$ cat src/rtl/assert_macros.svh
// Assertion macros used by the classifier top level.
`ifndef ASSERT_MACROS_SVH
`define ASSERT_MACROS_SVH

// Checks an implication property on the rising clock edge outside reset.
`define DPC_CHECK(lbl, prop, msg) \
  lbl: assert property (@(posedge clk) disable iff (rst) prop) else $error(msg);

// Checks that a condition never holds on the rising clock edge outside reset.
`define DPC_NEVER(lbl, cond, msg) \
  lbl: assert property (@(posedge clk) disable iff (rst) !(cond)) else $error(msg);

`endif

$ cat src/rtl/dpc_ram.sv
// Generic single-write, single-read RAM with a registered read.
module dpc_ram #(
  parameter int Width = 8,
  parameter int Depth = 16
) (
  input  logic                     clk,
  input  logic                     we,
  input  logic [$clog2(Depth)-1:0] waddr,
  input  logic [Width-1:0]         wdata,
  input  logic [$clog2(Depth)-1:0] raddr,
  output logic [Width-1:0]         rdata
);

  logic [Width-1:0] mem [Depth];

  always_ff @(posedge clk) begin
    if (we) begin
      mem[waddr] <= wdata;
    end
    rdata <= mem[raddr];
  end

endmodule

$ cat config.mk
export PLATFORM = sky130hd
export DESIGN_NAME = dpc_ram
export DESIGN_NICKNAME = d
export VERILOG_FILES = /design/src/rtl/assert_macros.svh /design/src/rtl/dpc_ram.sv
export SDC_FILE = /design/constraint.sdc
export NUM_CORES = 1
export LEC_CHECK = 0
export ABC_CLOCK_PERIOD_IN_PS = 2350
export BUFFER_PORTS_ARGS = -buffer_cell sky130_fd_sc_hd__buf_2
export CAP_MARGIN = 20
export CELL_PAD_IN_SITES_DETAIL_PLACEMENT = 0
export CELL_PAD_IN_SITES_GLOBAL_PLACEMENT = 1
export CORE_AREA = 3 3 151 94
export DETAILED_ROUTE_END_ITERATION = 8
export DIE_AREA = 0 0 154 97
export PLACE_DENSITY_LB_ADDON = 0.1
export SETUP_SLACK_MARGIN = 0.3
export SLEW_MARGIN = 15
export SYNTH_ARGS = -nofsm -noshare
export SYNTH_HDL_FRONTEND = slang
export SYNTH_SLANG_ARGS = --single-unit
$ cat constraint.sdc
create_clock -name clk -period 2.35 [get_ports clk]
set_input_delay 0.5875 -clock clk [delete_from_list [all_inputs] [get_ports clk]]
set_output_delay 0.5875 -clock clk [all_outputs]
set_load 0.05 [all_outputs]
---- Word level (Yosys, flattened, before mapping) ----
Memories as Yosys holds them, arrays and structs flattened. A register that Yosys moved wholly into a read port is not among the register bits.
Cells that the tools add are included.
storage, ports and cells
  word-level logic and storage cells ...... 3
  bits of input ports ..................... 18
  memories kept ........................... 1
  RAM bits ................................ 128
  output and inout port bits .............. 8
  bits in registers ....................... 0
memories
  name  words  width  rd ports  clocked after Yosys merged registers in  write ports  line           text
  mem   16     8      1         1                                        1            dpc_ram.sv:14  logic [Width-1:0] mem [Depth];
cells by class
  multiplexer cells ....................... 2
operators by type and width
  operator  number
  $mux 1    2

---- Longest topological paths before layout ----
Gate-level depths: netlist (run 1).
  depth in word-level cells ............... 2
  depth in mapped cells ................... 5
  depth with buffers taken out ............ 3

---- Least setup slack after synthesis (run 1) ----
No wires, ideal clock.
  kind .................................... input to register
  start ................................... input waddr[2]
  end ..................................... memory mem[0][0] (enable)
  library setup time ...................... 0.383 ns
  slack ................................... 0.270 ns
  arrival time ............................ 1.697 ns
  stages on the path ...................... 2
  buffers on the path ..................... 0
  data required time ...................... 1.967 ns
  cell sequence ........................... or3b_2 > nor3_1
RTL lines
  item             line           text
  start, declared  dpc_ram.sv:8   input logic [$clog2(Depth)-1:0] waddr,
  end, declared    dpc_ram.sv:14
No word-level cell before the write port.

---- Worst setup path in the final report (run 1) ----
  start ................................... input waddr[2]
  end ..................................... memory mem[2][3] (enable)
No word-level cell before the write port.

==> run summary, run 1 <==
- routed wire length per instance: 21.63 um
- via count of the first global-routing pass: 2489
- number of primary I/O pins: 26
- number of nets with antenna violations after routing: 0
- internal power component: 0.004579 W
- maximum number of pins on one net before global-route repair: 33
- main combinational cell family by area after synthesis: multiplexers
- multiplexer share of the synthesized area: 15.02%
- Final Core Density: 48.24%
- wire length of the first global-routing pass: 15590 um
- post-route setup TNS: 0 ns
- area leader, netlist: sky130_fd_sc_hd__edfxtp_1
- switching pwr: 0.001113 W
- relative slew slack: 66.55%
- clock network latency to the later pin of the worst-skew pair: 0.40 ns
- maxcap violations: 0
- power density over the cells: 918.3 mW/mm^2
- layout filler cell count: 1083
- number of buffers inserted by hold repair at cts: 0
- NumNets Final: 303
- Critical Path Source Type: primary input
- total overflow reported by the global router: 0
- hold-critical path depth: 1
- Routability Congestion: 0.6842
- placeable core region: 0.01285 sq mm
- effective utilization at floorplan: 40.05%
- Worst Path Class, Setup: primary input to register
- asr flop ratio synth: 0%
- switching portion of total power: 19.56%
- data arrival time of the critical path: 1.70 ns
- dominant synthesized flop cell: sky130_fd_sc_hd__edfxtp_1
- post-detailed-routing wire length: 10130 um
- proportion of netlist area held by the largest area contributor: 74.67%
- number of antenna cells inserted: 0
- shortest period the worst path allows: 1.594 ns
- post-route fraction of the period consumed by the critical path: 67.83%
- setup-violating endpoint count in the final report: 0
- buffers inserted by post-CTS timing repair: 0
- worst setup skew after layout: 0.007419 ns
- gate count after technology mapping: 229
- cts repair resizes: 0
- estimated wirelength of the detail-placed design: 6361 um
- maximum vdd ir drop: 0.4583 mV
- number of buffers created by CTS: 17
- total of buffers placed on input and output ports: 25
- number of cells in the finished layout apart from fillers: 468
- area overhead of the layout relative to synthesis: 20.44%
- number of cell instances on the worst register-to-register path: 3
- top post-synthesis cells by area: sky130_fd_sc_hd__edfxtp_1, sky130_fd_sc_hd__mux4_2, sky130_fd_sc_hd__mux4_1
- RSZ-0062 raised after global routing: false
- EDFF count, synth: 128
- global-route usage over all layers: 14.57%
- combined area of all synthesized cells: 0.005147 sq mm
- critical path required time: 2.46 ns
- relative contribution of the clock network to total power: 46.6%
- chip height: 97 um
- Static Leak: 2.111 nW
- commonest non-fill, non-tap cells in the layout: sky130_fd_sc_hd__edfxtp_1, sky130_fd_sc_hd__buf_2, sky130_fd_sc_hd__buf_4
- number of design rule violations left after detail routing: 0
- root buffer selected by CTS: sky130_fd_sc_hd__clkbuf_16
- initial antenna violation count: 0
- CTS sink count: 136
- Slew Limit Fails: 0
- synthesized flop and latch total: 136
- drt first pass iters: 4
- post-placement cell count: 436
- share of power burned in combinational logic: 5.5%
- final hold violation count: 0
- part of the Yosys area used for sequential elements: 77.78%
- Total Die Area: 0.01494 sq mm
- fraction of layout cells with a size suffix above 1: 30.54%
- Bufs on Longest Clock Path: 2
- TritonCTS clock tree: yes
- number of rows created at floorplan: 32
- Min-Delay Path Class: primary input to register
- compound-gate portion of the synthesized area: 2.333%
- result of the run: finished, final reports clean
- Warnings, synthesis: 0
- htree depth: 4
- routed via count: 2426
- number of different library cells in the post-synthesis netlist: 19
- slew of the pin with the lowest slew margin: 0.5000 ns
- Syn Area/Cell: 22.48 sq um
- XOR/XNOR Fraction of Synth Area: 0%
- via-per-instance ratio: 5.184
- simple-gate share of the synthesized area: 3.184%
- most common cell after layout, fill and taps aside: sky130_fd_sc_hd__edfxtp_1
- Max Fanout on Critical Path: 6
- initial DRC count: 145
- Adder-Cell Fraction of Synth Area: 0%
- CTS clk-pin slew, worst paths: 0.05 ns
- die width: 154 um
- Synthesized Nets: 247
- element type at the critical path end: register
- Flop pwr share: 47.9%
- maximum operating frequency: 627.3 MHz
area by class of cell:
class	count	area (sq um)	area share (%)
timing repair buffer	47	327.8	5.288
tap	170	212.7	3.431
sequential	136	4004	64.58
clock inverter	12	156.4	2.523
multi-input combinational	83	1062	17.13
clock buffer	20	436.7	7.043
Yosys cell counts (3+ instances only):
cell type	count
sky130_fd_sc_hd__edfxtp_1	128
sky130_fd_sc_hd__mux4_2	18
sky130_fd_sc_hd__a22oi_1	16
sky130_fd_sc_hd__mux4_1	14
sky130_fd_sc_hd__nor2_1	13
sky130_fd_sc_hd__nand2_1	9
sky130_fd_sc_hd__dfxtp_1	8
sky130_fd_sc_hd__nor3_1	4
sky130_fd_sc_hd__buf_2	3
sky130_fd_sc_hd__buf_6	3
sky130_fd_sc_hd__clkdlybuf4s25_2	3
worst max-delay path: stages:
cell,delay (ns)
sky130_fd_sc_hd__buf_2,0.11
sky130_fd_sc_hd__or3b_2,0.52
sky130_fd_sc_hd__nor2_1,0.26
sky130_fd_sc_hd__buf_4,0.22
kinds of logic (layout without fill, tap and decap cells):
kind of cell / count (synthesis) / count (layout)
AND/OR/NAND/NOR: 35 / 35
multiplexers: 32 / 32
AO/OA/AOI/OAI: 16 / 16
buffers and inverters: 10 / 79
flip-flops: 136 / 136
registers in the layout, summed over array words and instances, names as in the netlist:
signal / cells
mem: 128
rdata: 8
path summary, 6_finish.rpt:
| kind | slack, ns | startpoint | to |
|---|---|---|---|
| max | 0.76 | waddr[2] | mem[2][3]$_DFFE_PP_ |
| min | 0.57 | wdata[0] | mem[7][0]$_DFFE_PP_ |
| max reg2reg | 1.03 | mem[1][5]$_DFFE_PP_ | rdata[5]$_DFF_P_ |
| min reg2reg | 0.67 | mem[14][5]$_DFFE_PP_ | rdata[5]$_DFF_P_ |
per-stage QoR:
stage	power (W)	setup slack, ns	area (sq um)	hold WS, ns
2_1_floorplan	0.002969	0.4964	5152	0.6293
3_3_place_gp	0.003096	0.3500	5607	0.6586
3_5_place_dp	0.003094	0.3413	5607	0.6587
4_1_cts	0.005754	0.7458	6200	0.5581
5_1_grt	0.005885	0.6996	6200	0.5685
6_report	0.005693	0.7559	6200	0.5679
power by group through the flow:
stage | clock network, W | registers (W) | logic [W]
floorplan | 0 | 0.00283 | 0.000138
global placement | 0 | 0.00278 | 0.000319
detailed placement | 0 | 0.00278 | 0.000319
CTS | 0.00271 | 0.00273 | 0.000319
global route | 0.00282 | 0.00273 | 0.000339
finish | 0.00266 | 0.00273 | 0.000311
routing by layer:
| layer | vias up | part of all wire [%] | track usage [%] |
|---|---|---|---|
| li1 | 1090 | - | - |
| met1 | 1263 | 50 | 22.52 |
| met2 | 67 | 43 | 19.84 |
| met3 | 6 | 6.3 | 4.470 |
| met4 | 0 | 0.85 | 4.274 |
| met5 | - | 0 | 0 |
Power figures use the tool's default switching activity.
==> inputs of run 2 (changes only) <==
--- a/config.mk
+++ b/config.mk
@@ -5,14 +5,15 @@
 export SDC_FILE = /design/constraint.sdc
 export NUM_CORES = 1
 export LEC_CHECK = 0
-export ABC_CLOCK_PERIOD_IN_PS = 2350
+export ABC_AREA = 1
+export ABC_CLOCK_PERIOD_IN_PS = 1400
 export BUFFER_PORTS_ARGS = -buffer_cell sky130_fd_sc_hd__buf_2
 export CAP_MARGIN = 20
 export CELL_PAD_IN_SITES_DETAIL_PLACEMENT = 0
 export CELL_PAD_IN_SITES_GLOBAL_PLACEMENT = 1
-export CORE_AREA = 3 3 151 94
+export CORE_AREA = 3 3 160 100
 export DETAILED_ROUTE_END_ITERATION = 8
-export DIE_AREA = 0 0 154 97
+export DIE_AREA = 0 0 163 103
 export PLACE_DENSITY_LB_ADDON = 0.1
 export SETUP_SLACK_MARGIN = 0.3
 export SLEW_MARGIN = 15
==> constraint.sdc (replaced) <==
create_clock -name clk -period 1.4 [get_ports clk]
set_input_delay 0.35 -clock clk [delete_from_list [all_inputs] [get_ports clk]]
set_output_delay 0.35 -clock clk [all_outputs]
set_load 0.05 [all_outputs]
==> run 2 against run 1 <==
Compared with the run above: hold slack worse by 0.23 ns; highest routed layer unchanged; critical endpoint is now rdata[4]; cell count is 73% higher; count of clock-buffer cells in the layout is 3 lower; clock skew is 0.0028 ns higher; sequential power is 68% higher; total power is 75% higher; combinational power is 150% higher; clock power is 72% higher; synthesized cell count is 140% higher; design area is 16% higher; sequential share of layout area is 8.7 points lower; sequential cell count stayed put.
==> run summary, run 2 <==
- worst hold slack after final layout: 0.3420 ns
- most common cell in the synthesized netlist: sky130_fd_sc_hd__nand2_1
- placeable core region: 0.01446 sq mm
- data arrival time of the critical path: 0.91 ns
- number of nets with antenna violations after routing: 0
- post-route setup TNS: 0 ns
- critical path required time: 1.05 ns
- synthesized flop and latch total: 136
- Synthesized Nets: 569
- wire length of the first global-routing pass: 21380 um
- worst setup skew after layout: 0.01023 ns
- via count of the first global-routing pass: 3723
- Min-Delay Path Class: primary input to register
- area overhead of the layout relative to synthesis: 24.65%
- die width: 163 um
- total overflow reported by the global router: 0
- post-detailed-routing wire length: 13670 um
- top post-synthesis cells by area: sky130_fd_sc_hd__edfxtp_1, sky130_fd_sc_hd__nand2_1, sky130_fd_sc_hd__nand3_1
- most common cell after layout, fill and taps aside: sky130_fd_sc_hd__nand2_1
- element type at the critical path end: output pin
- initial DRC count: 273
- maximum number of pins on one net before global-route repair: 37
- maximum vdd ir drop: 0.6079 mV
- estimated wirelength of the detail-placed design: 9079 um
- via-per-instance ratio: 4.640
- number of rows created at floorplan: 34
- maximum operating frequency: 792.7 MHz
- shortest period the worst path allows: 1.261 ns
- buffers inserted by post-CTS timing repair: 0
- family of cells with the greatest summed delay on the critical path: flip-flops
- r2r startpoint: mem[13][3]$_DFFE_PP_
- commonest non-fill, non-tap cells in the layout: sky130_fd_sc_hd__nand2_1, sky130_fd_sc_hd__edfxtp_1, sky130_fd_sc_hd__inv_1
- registers with the most flip-flops: mem (128), rdata (8)
- combined area of all synthesized cells: 0.005767 sq mm
- Syn Area/Cell: 10.47 sq um
- endpoint of the most critical register-to-register path: rdata[3]$_DFF_P_
- finished layout cell area: 0.007188 sq mm
- Slew Limit Fails: 0
- endpoint of the worst hold path: mem[12][1]$_DFFE_PP_
- effective utilization at floorplan: 39.87%
- part of the Yosys area used for sequential elements: 69.43%
- chip height: 103 um
- cell breakdown of the critical path: buf_8
- number of primary I/O pins: 26
- asr flop ratio synth: 0%
- dominant synthesized flop cell: sky130_fd_sc_hd__edfxtp_1
- drt first pass iters: 4
- post-route fraction of the period consumed by the critical path: 90.11%
- max reg flops: 128
- global-route usage over all layers: 17.61%
- routed wire length per instance: 16.90 um
- Max Fanout on Critical Path: 1
- EDFF count, synth: 128
- initial antenna violation count: 0
- start point of the worst min-delay path: wdata[1]
- flop-to-flop setup slack: 0.36 ns
- layout filler cell count: 1344
- register with the most flip-flops: mem
- Warnings, synthesis: 0
- sum of buffers and inverters on the critical path: 1
- Static Leak: 3.028 nW
- root buffer selected by CTS: sky130_fd_sc_hd__clkbuf_16
- Total Die Area: 0.01679 sq mm
- number of antenna cells inserted: 0
- TritonCTS clock tree: yes
- hold-critical path depth: 1
- proportion of netlist area held by the largest area contributor: 66.65%
- CTS sink count: 136
- power density over the cells: 1384 mW/mm^2
- Crit-path slowest cell: sky130_fd_sc_hd__dfxtp_4
- CTS clk-pin slew, worst paths: 0.06 ns
- relative slew slack: 75.26%
- Routability Congestion: 0.7846
- number of different library cells in the post-synthesis netlist: 12
- area leader, netlist: sky130_fd_sc_hd__edfxtp_1
- htree depth: 4
- number of cell instances on the worst register-to-register path: 6
- NumNets Final: 619
- number of design rule violations left after detail routing: 0
- setup-violating endpoint count in the final report: 0
- result of the run: finished, final reports clean
- total of buffers placed on input and output ports: 25
- Slowest Stage Delay on Critical Path: 0.36 ns
- gate count after technology mapping: 551
- RSZ-0062 raised after global routing: true
- fraction of layout cells with a size suffix above 1: 18.49%
- number of buffers created by CTS: 17
- commonest cells in the netlist: sky130_fd_sc_hd__nand2_1, sky130_fd_sc_hd__edfxtp_1, sky130_fd_sc_hd__inv_1
- slew of the pin with the lowest slew margin: 0.3707 ns
- clock network latency to the later pin of the worst-skew pair: 0.41 ns
- Critical Path Source Type: register
- Worst Path Class, Setup: register to output pin
- final hold violation count: 0
- DP Area: 0.006489 sq mm
- maxcap violations: 0
- routed via count: 3754
- Bufs on Longest Clock Path: 2
## run 2: changes by cell type after synthesis, sizes merged, moves of 2 or more
cell | before | now
nand2 | 9 | 173
inv | 0 | 102
nand3 | 1 | 97
mux4 | 32 | 0
buf | 7 | 24
a22oi | 16 | 0
nor2 | 13 | 17
nor3 | 4 | 0
clkdlybuf4s25 | 3 | 0
nand2b | 2 | 0
## run 2: report_power, final
part	switching, W	internal [W]
Combinational	0.000507	0.000268
Sequential	0.0000356	0.00456
Clock	0.00163	0.00295
## run 2: per-stage QoR
stage	util, %	power (W)	instances	setup WS (ns)
after floorplan	-	0.005092	551	0.1764
after global placement	44.86	0.005393	780	-0.05513
after detailed placement	44.86	0.005396	780	-0.04719
after CTS	49.64	0.01003	809	0.1178
after global routing	49.70	0.01032	809	0.1065
final	49.70	0.009950	809	0.1385
## run 2: per-layer routing
metal | vias to the layer above | track usage [%] | wire, um
li1 | 1873 | - | -
met1 | 1763 | 26.95 | 7280
met2 | 110 | 24.88 | 5567
met3 | 8 | 4.175 | 724
met4 | 0 | 5.068 | 100
met5 | - | 0 | 0
## run 2: area by class of cell
class / count / area (sq um) / area share [%]
Clock buffer: 17 / 425.4 / 5.918
Clock inverter: 12 / 180.2 / 2.507
Inverter: 102 / 382.9 / 5.326
Multi-Input combinational cell: 289 / 1309 / 18.21
Sequential cell: 136 / 4016 / 55.87
Tap cell: 198 / 247.7 / 3.446
Timing Repair Buffer: 55 / 626.9 / 8.721
## run 2: kinds of logic after synthesis
family | Yosys count | synth area share, %
simple gates | 289 | 21.05
flops | 136 | 69.43
buf+inv | 126 | 9.525
## run 2: repair_timing
action | in CTS | in global routing
setup endpoints to repair | 8 | 9
gates resized for setup | 31 | 2
pin swaps | 0 | 0
hold buffers | 0 | 0
## run 2: worst max path at each step
stage | from | endpoint | slack [ns] | depth (start not counted)
4_1_cts | rdata[4]$_DFF_P_ | rdata[4] | 0.12 | 1
3_5_place_dp | raddr[0] | rdata[3]$_DFF_P_ | -0.05 | 8
6_report | rdata[4]$_DFF_P_ | rdata[4] | 0.14 | 1
2_1_floorplan | waddr[2] | mem[10][0]$_DFFE_PP_ | 0.18 | 2
5_1_grt | rdata[4]$_DFF_P_ | rdata[4] | 0.11 | 1
3_3_place_gp | raddr[0] | rdata[3]$_DFF_P_ | -0.06 | 8
==> inputs of run 3 (changes only) <==
--- a/config.mk
+++ b/config.mk
@@ -7,14 +7,15 @@
 export LEC_CHECK = 0
 export ABC_AREA = 1
 export ABC_CLOCK_PERIOD_IN_PS = 1400
-export BUFFER_PORTS_ARGS = -buffer_cell sky130_fd_sc_hd__buf_2
 export CAP_MARGIN = 20
 export CELL_PAD_IN_SITES_DETAIL_PLACEMENT = 0
 export CELL_PAD_IN_SITES_GLOBAL_PLACEMENT = 1
-export CORE_AREA = 3 3 160 100
+export CORE_AREA = 3 3 139 114
 export DETAILED_ROUTE_END_ITERATION = 8
-export DIE_AREA = 0 0 163 103
+export DIE_AREA = 0 0 142 117
+export DONT_BUFFER_PORTS = 1
 export PLACE_DENSITY_LB_ADDON = 0.1
+export REMOVE_ABC_BUFFERS = 1
 export SETUP_SLACK_MARGIN = 0.3
 export SLEW_MARGIN = 15
 export SYNTH_ARGS = -nofsm -noshare
==> run 3 against run 2 <==
Compared with the run above: first-iteration DRC count decreased by 9.9%; non-clock buffer count down 24; hold slack got worse by 0.31 ns; critical path type unchanged; largest cell class unchanged.
==> run summary, run 3 (synthesis results as in run 2) <==
- maximum vdd ir drop: 0.9490 mV
- number of primary I/O pins: 26
- Crit-path slowest cell: sky130_fd_sc_hd__dfxtp_4
- CTS clk-pin slew, worst paths: 0.06 ns
- internal power component: 0.007310 W
- switching pwr: 0.001967 W
- global-route usage over all layers: 18.67%
- estimated wirelength of the detail-placed design: 9033 um
- total overflow reported by the global router: 0
- max reg flops: 128
- met2 capacity usage during global routing: 28.20%
- grt peak-use layer: met2
- global-route met3 utilization: 4.712%
- TritonCTS clock tree: yes
- root buffer selected by CTS: sky130_fd_sc_hd__clkbuf_16
- switching portion of total power: 21.20%
- initial antenna violation count: 0
- via count of the first global-routing pass: 3665
- number of buffers created by CTS: 17
- CTS sink count: 136
- initial DRC count: 246
- number of nets with antenna violations after routing: 0
- result of the run: finished, final reports clean
- element type at the critical path end: output pin
- power density over the cells: 1387 mW/mm^2
- routed wire length per instance: 18.47 um
- commonest non-fill, non-tap cells in the layout: sky130_fd_sc_hd__nand2_1, sky130_fd_sc_hd__edfxtp_1, sky130_fd_sc_hd__inv_1
- Max Fanout on Critical Path: 1
- number of rows created at floorplan: 39
- Total Die Area: 0.01661 sq mm
- maxcap violations: 0
- family of cells with the greatest summed delay on the critical path: flip-flops
- chip height: 117 um
- relative contribution of the clock network to total power: 44.7%
- post-detailed-routing wire length: 14300 um
- final hold violation count: 0
- share of power burned in combinational logic: 5.4%
- critical path required time: 1.05 ns
- routed via count: 3726
- Worst Path Class, Setup: register to output pin
- effective utilization at floorplan: 40.06%
- post-route fraction of the period consumed by the critical path: 90.74%
- Slew Limit Fails: 0
- register with the most flip-flops: mem
- clock network latency to the later pin of the worst-skew pair: 0.42 ns
- Routability Congestion: 0.7854
- most common cell after layout, fill and taps aside: sky130_fd_sc_hd__nand2_1
- die width: 142 um
- data arrival time of the critical path: 0.92 ns
- maximum operating frequency: 787.2 MHz
- sum of buffers and inverters on the critical path: 1
- placeable core region: 0.01440 sq mm
- relative slew slack: 80.02%
- Flop pwr share: 49.9%
- registers with the most flip-flops: mem (128), rdata (8)
- slew of the pin with the lowest slew margin: 0.2994 ns
- drt first pass iters: 6
- RSZ-0062 raised after global routing: true
- Critical Path Source Type: register
- via-per-instance ratio: 4.814
- NumNets Final: 595
- area overhead of the layout relative to synthesis: 16.01%
- cell breakdown of the critical path: buf_8
- Slowest Stage Delay on Critical Path: 0.36 ns
- Setup WS pre-CTS: 0.07645 ns
- Min-Delay Path Class: primary input to register
- wire length of the first global-routing pass: 22120 um
- total of buffers placed on input and output ports: 0
- number of antenna cells inserted: 0
- number of design rule violations left after detail routing: 0
- post-route setup slack: 0.1296 ns
- maximum number of pins on one net before global-route repair: 66
- shortest period the worst path allows: 1.270 ns
- htree depth: 4
- worst setup skew after layout: 0.006044 ns
- Static Leak: 2.869 nW
- setup-violating endpoint count in the final report: 0
- Bufs on Longest Clock Path: 2
- post-route setup TNS: 0 ns
- grt met1 use: 26.97%
- fraction of layout cells with a size suffix above 1: 11.02%
==> run 3: changes by cell type in the layout (fill, tap and decap cells not counted), moves of 8 or more <==
cell,delta
sky130_fd_sc_hd__nor2_1,+17
sky130_fd_sc_hd__nor2_4,-8
sky130_fd_sc_hd__nor2_2,-9
sky130_fd_sc_hd__buf_12,-14
sky130_fd_sc_hd__buf_2,-17
sky130_fd_sc_hd__buf_4,+10
==> run 3: area by class of cell <==
class                      instances  area [sq um]
timing repair buffer              31         295.3
sequential                       136          4024
inverter                         102         382.9
clock inverter                    13         111.4
multi-input combinational        289          1214
clock buffer                      19         432.9
tap                              184         230.2
fill                            1359          7705
==> run 3: final timing paths <==
| kind | slack, ns | startpoint | depth (start not counted) | to |
|---|---|---|---|---|
| setup / recovery | 0.13 | rdata[2]$_DFF_P_ | 1 | rdata[2] |
| hold / removal | 0.03 | wdata[4] | 0 | mem[12][4]$_DFFE_PP_ |
| setup reg to reg | 0.38 | mem[5][5]$_DFFE_PP_ | 6 | rdata[5]$_DFF_P_ |
| hold reg to reg | 0.70 | mem[10][4]$_DFFE_PP_ | 6 | rdata[4]$_DFF_P_ |
==> run 3: metal layers <==
layer / wire length (um) / up-vias
met5: 0 / -
met4: 132 / 0
met3: 688 / 10
met2: 6471 / 80
met1: 7006 / 1812
li1: - / 1824
==> run 3: metrics by stage <==
step,hold WS [ns],utilization (%),total power (W),area [sq um],instances
5_1_grt,0.002237,46.48,0.009627,6690,774
6_report,0.02761,46.48,0.009277,6690,774
3_3_place_gp,0.4503,42.29,0.005183,6088,742
3_5_place_dp,0.4502,42.29,0.005182,6088,742
2_1_floorplan,0.4489,-,0.004998,5600,527
4_1_cts,0.002453,46.41,0.009378,6680,774
==> run 3: power groups by stage <==
stage	combinational [W]	sequential, W	clock (W)
CTS	0.000498	0.00463	0.00425
global placement	0.000481	0.00470	0
detailed placement	0.000480	0.00470	0
global route	0.000553	0.00464	0.00444
finish	0.000498	0.00463	0.00415
floorplan	0.000246	0.00475	0
==> run 3: timing repair <==
item	in CTS	in global routing
setup endpoints to repair	8	8
gates resized for setup	19	3
setup buffers	0	0
hold buffers	0	0
hold endpoints to repair	0	0
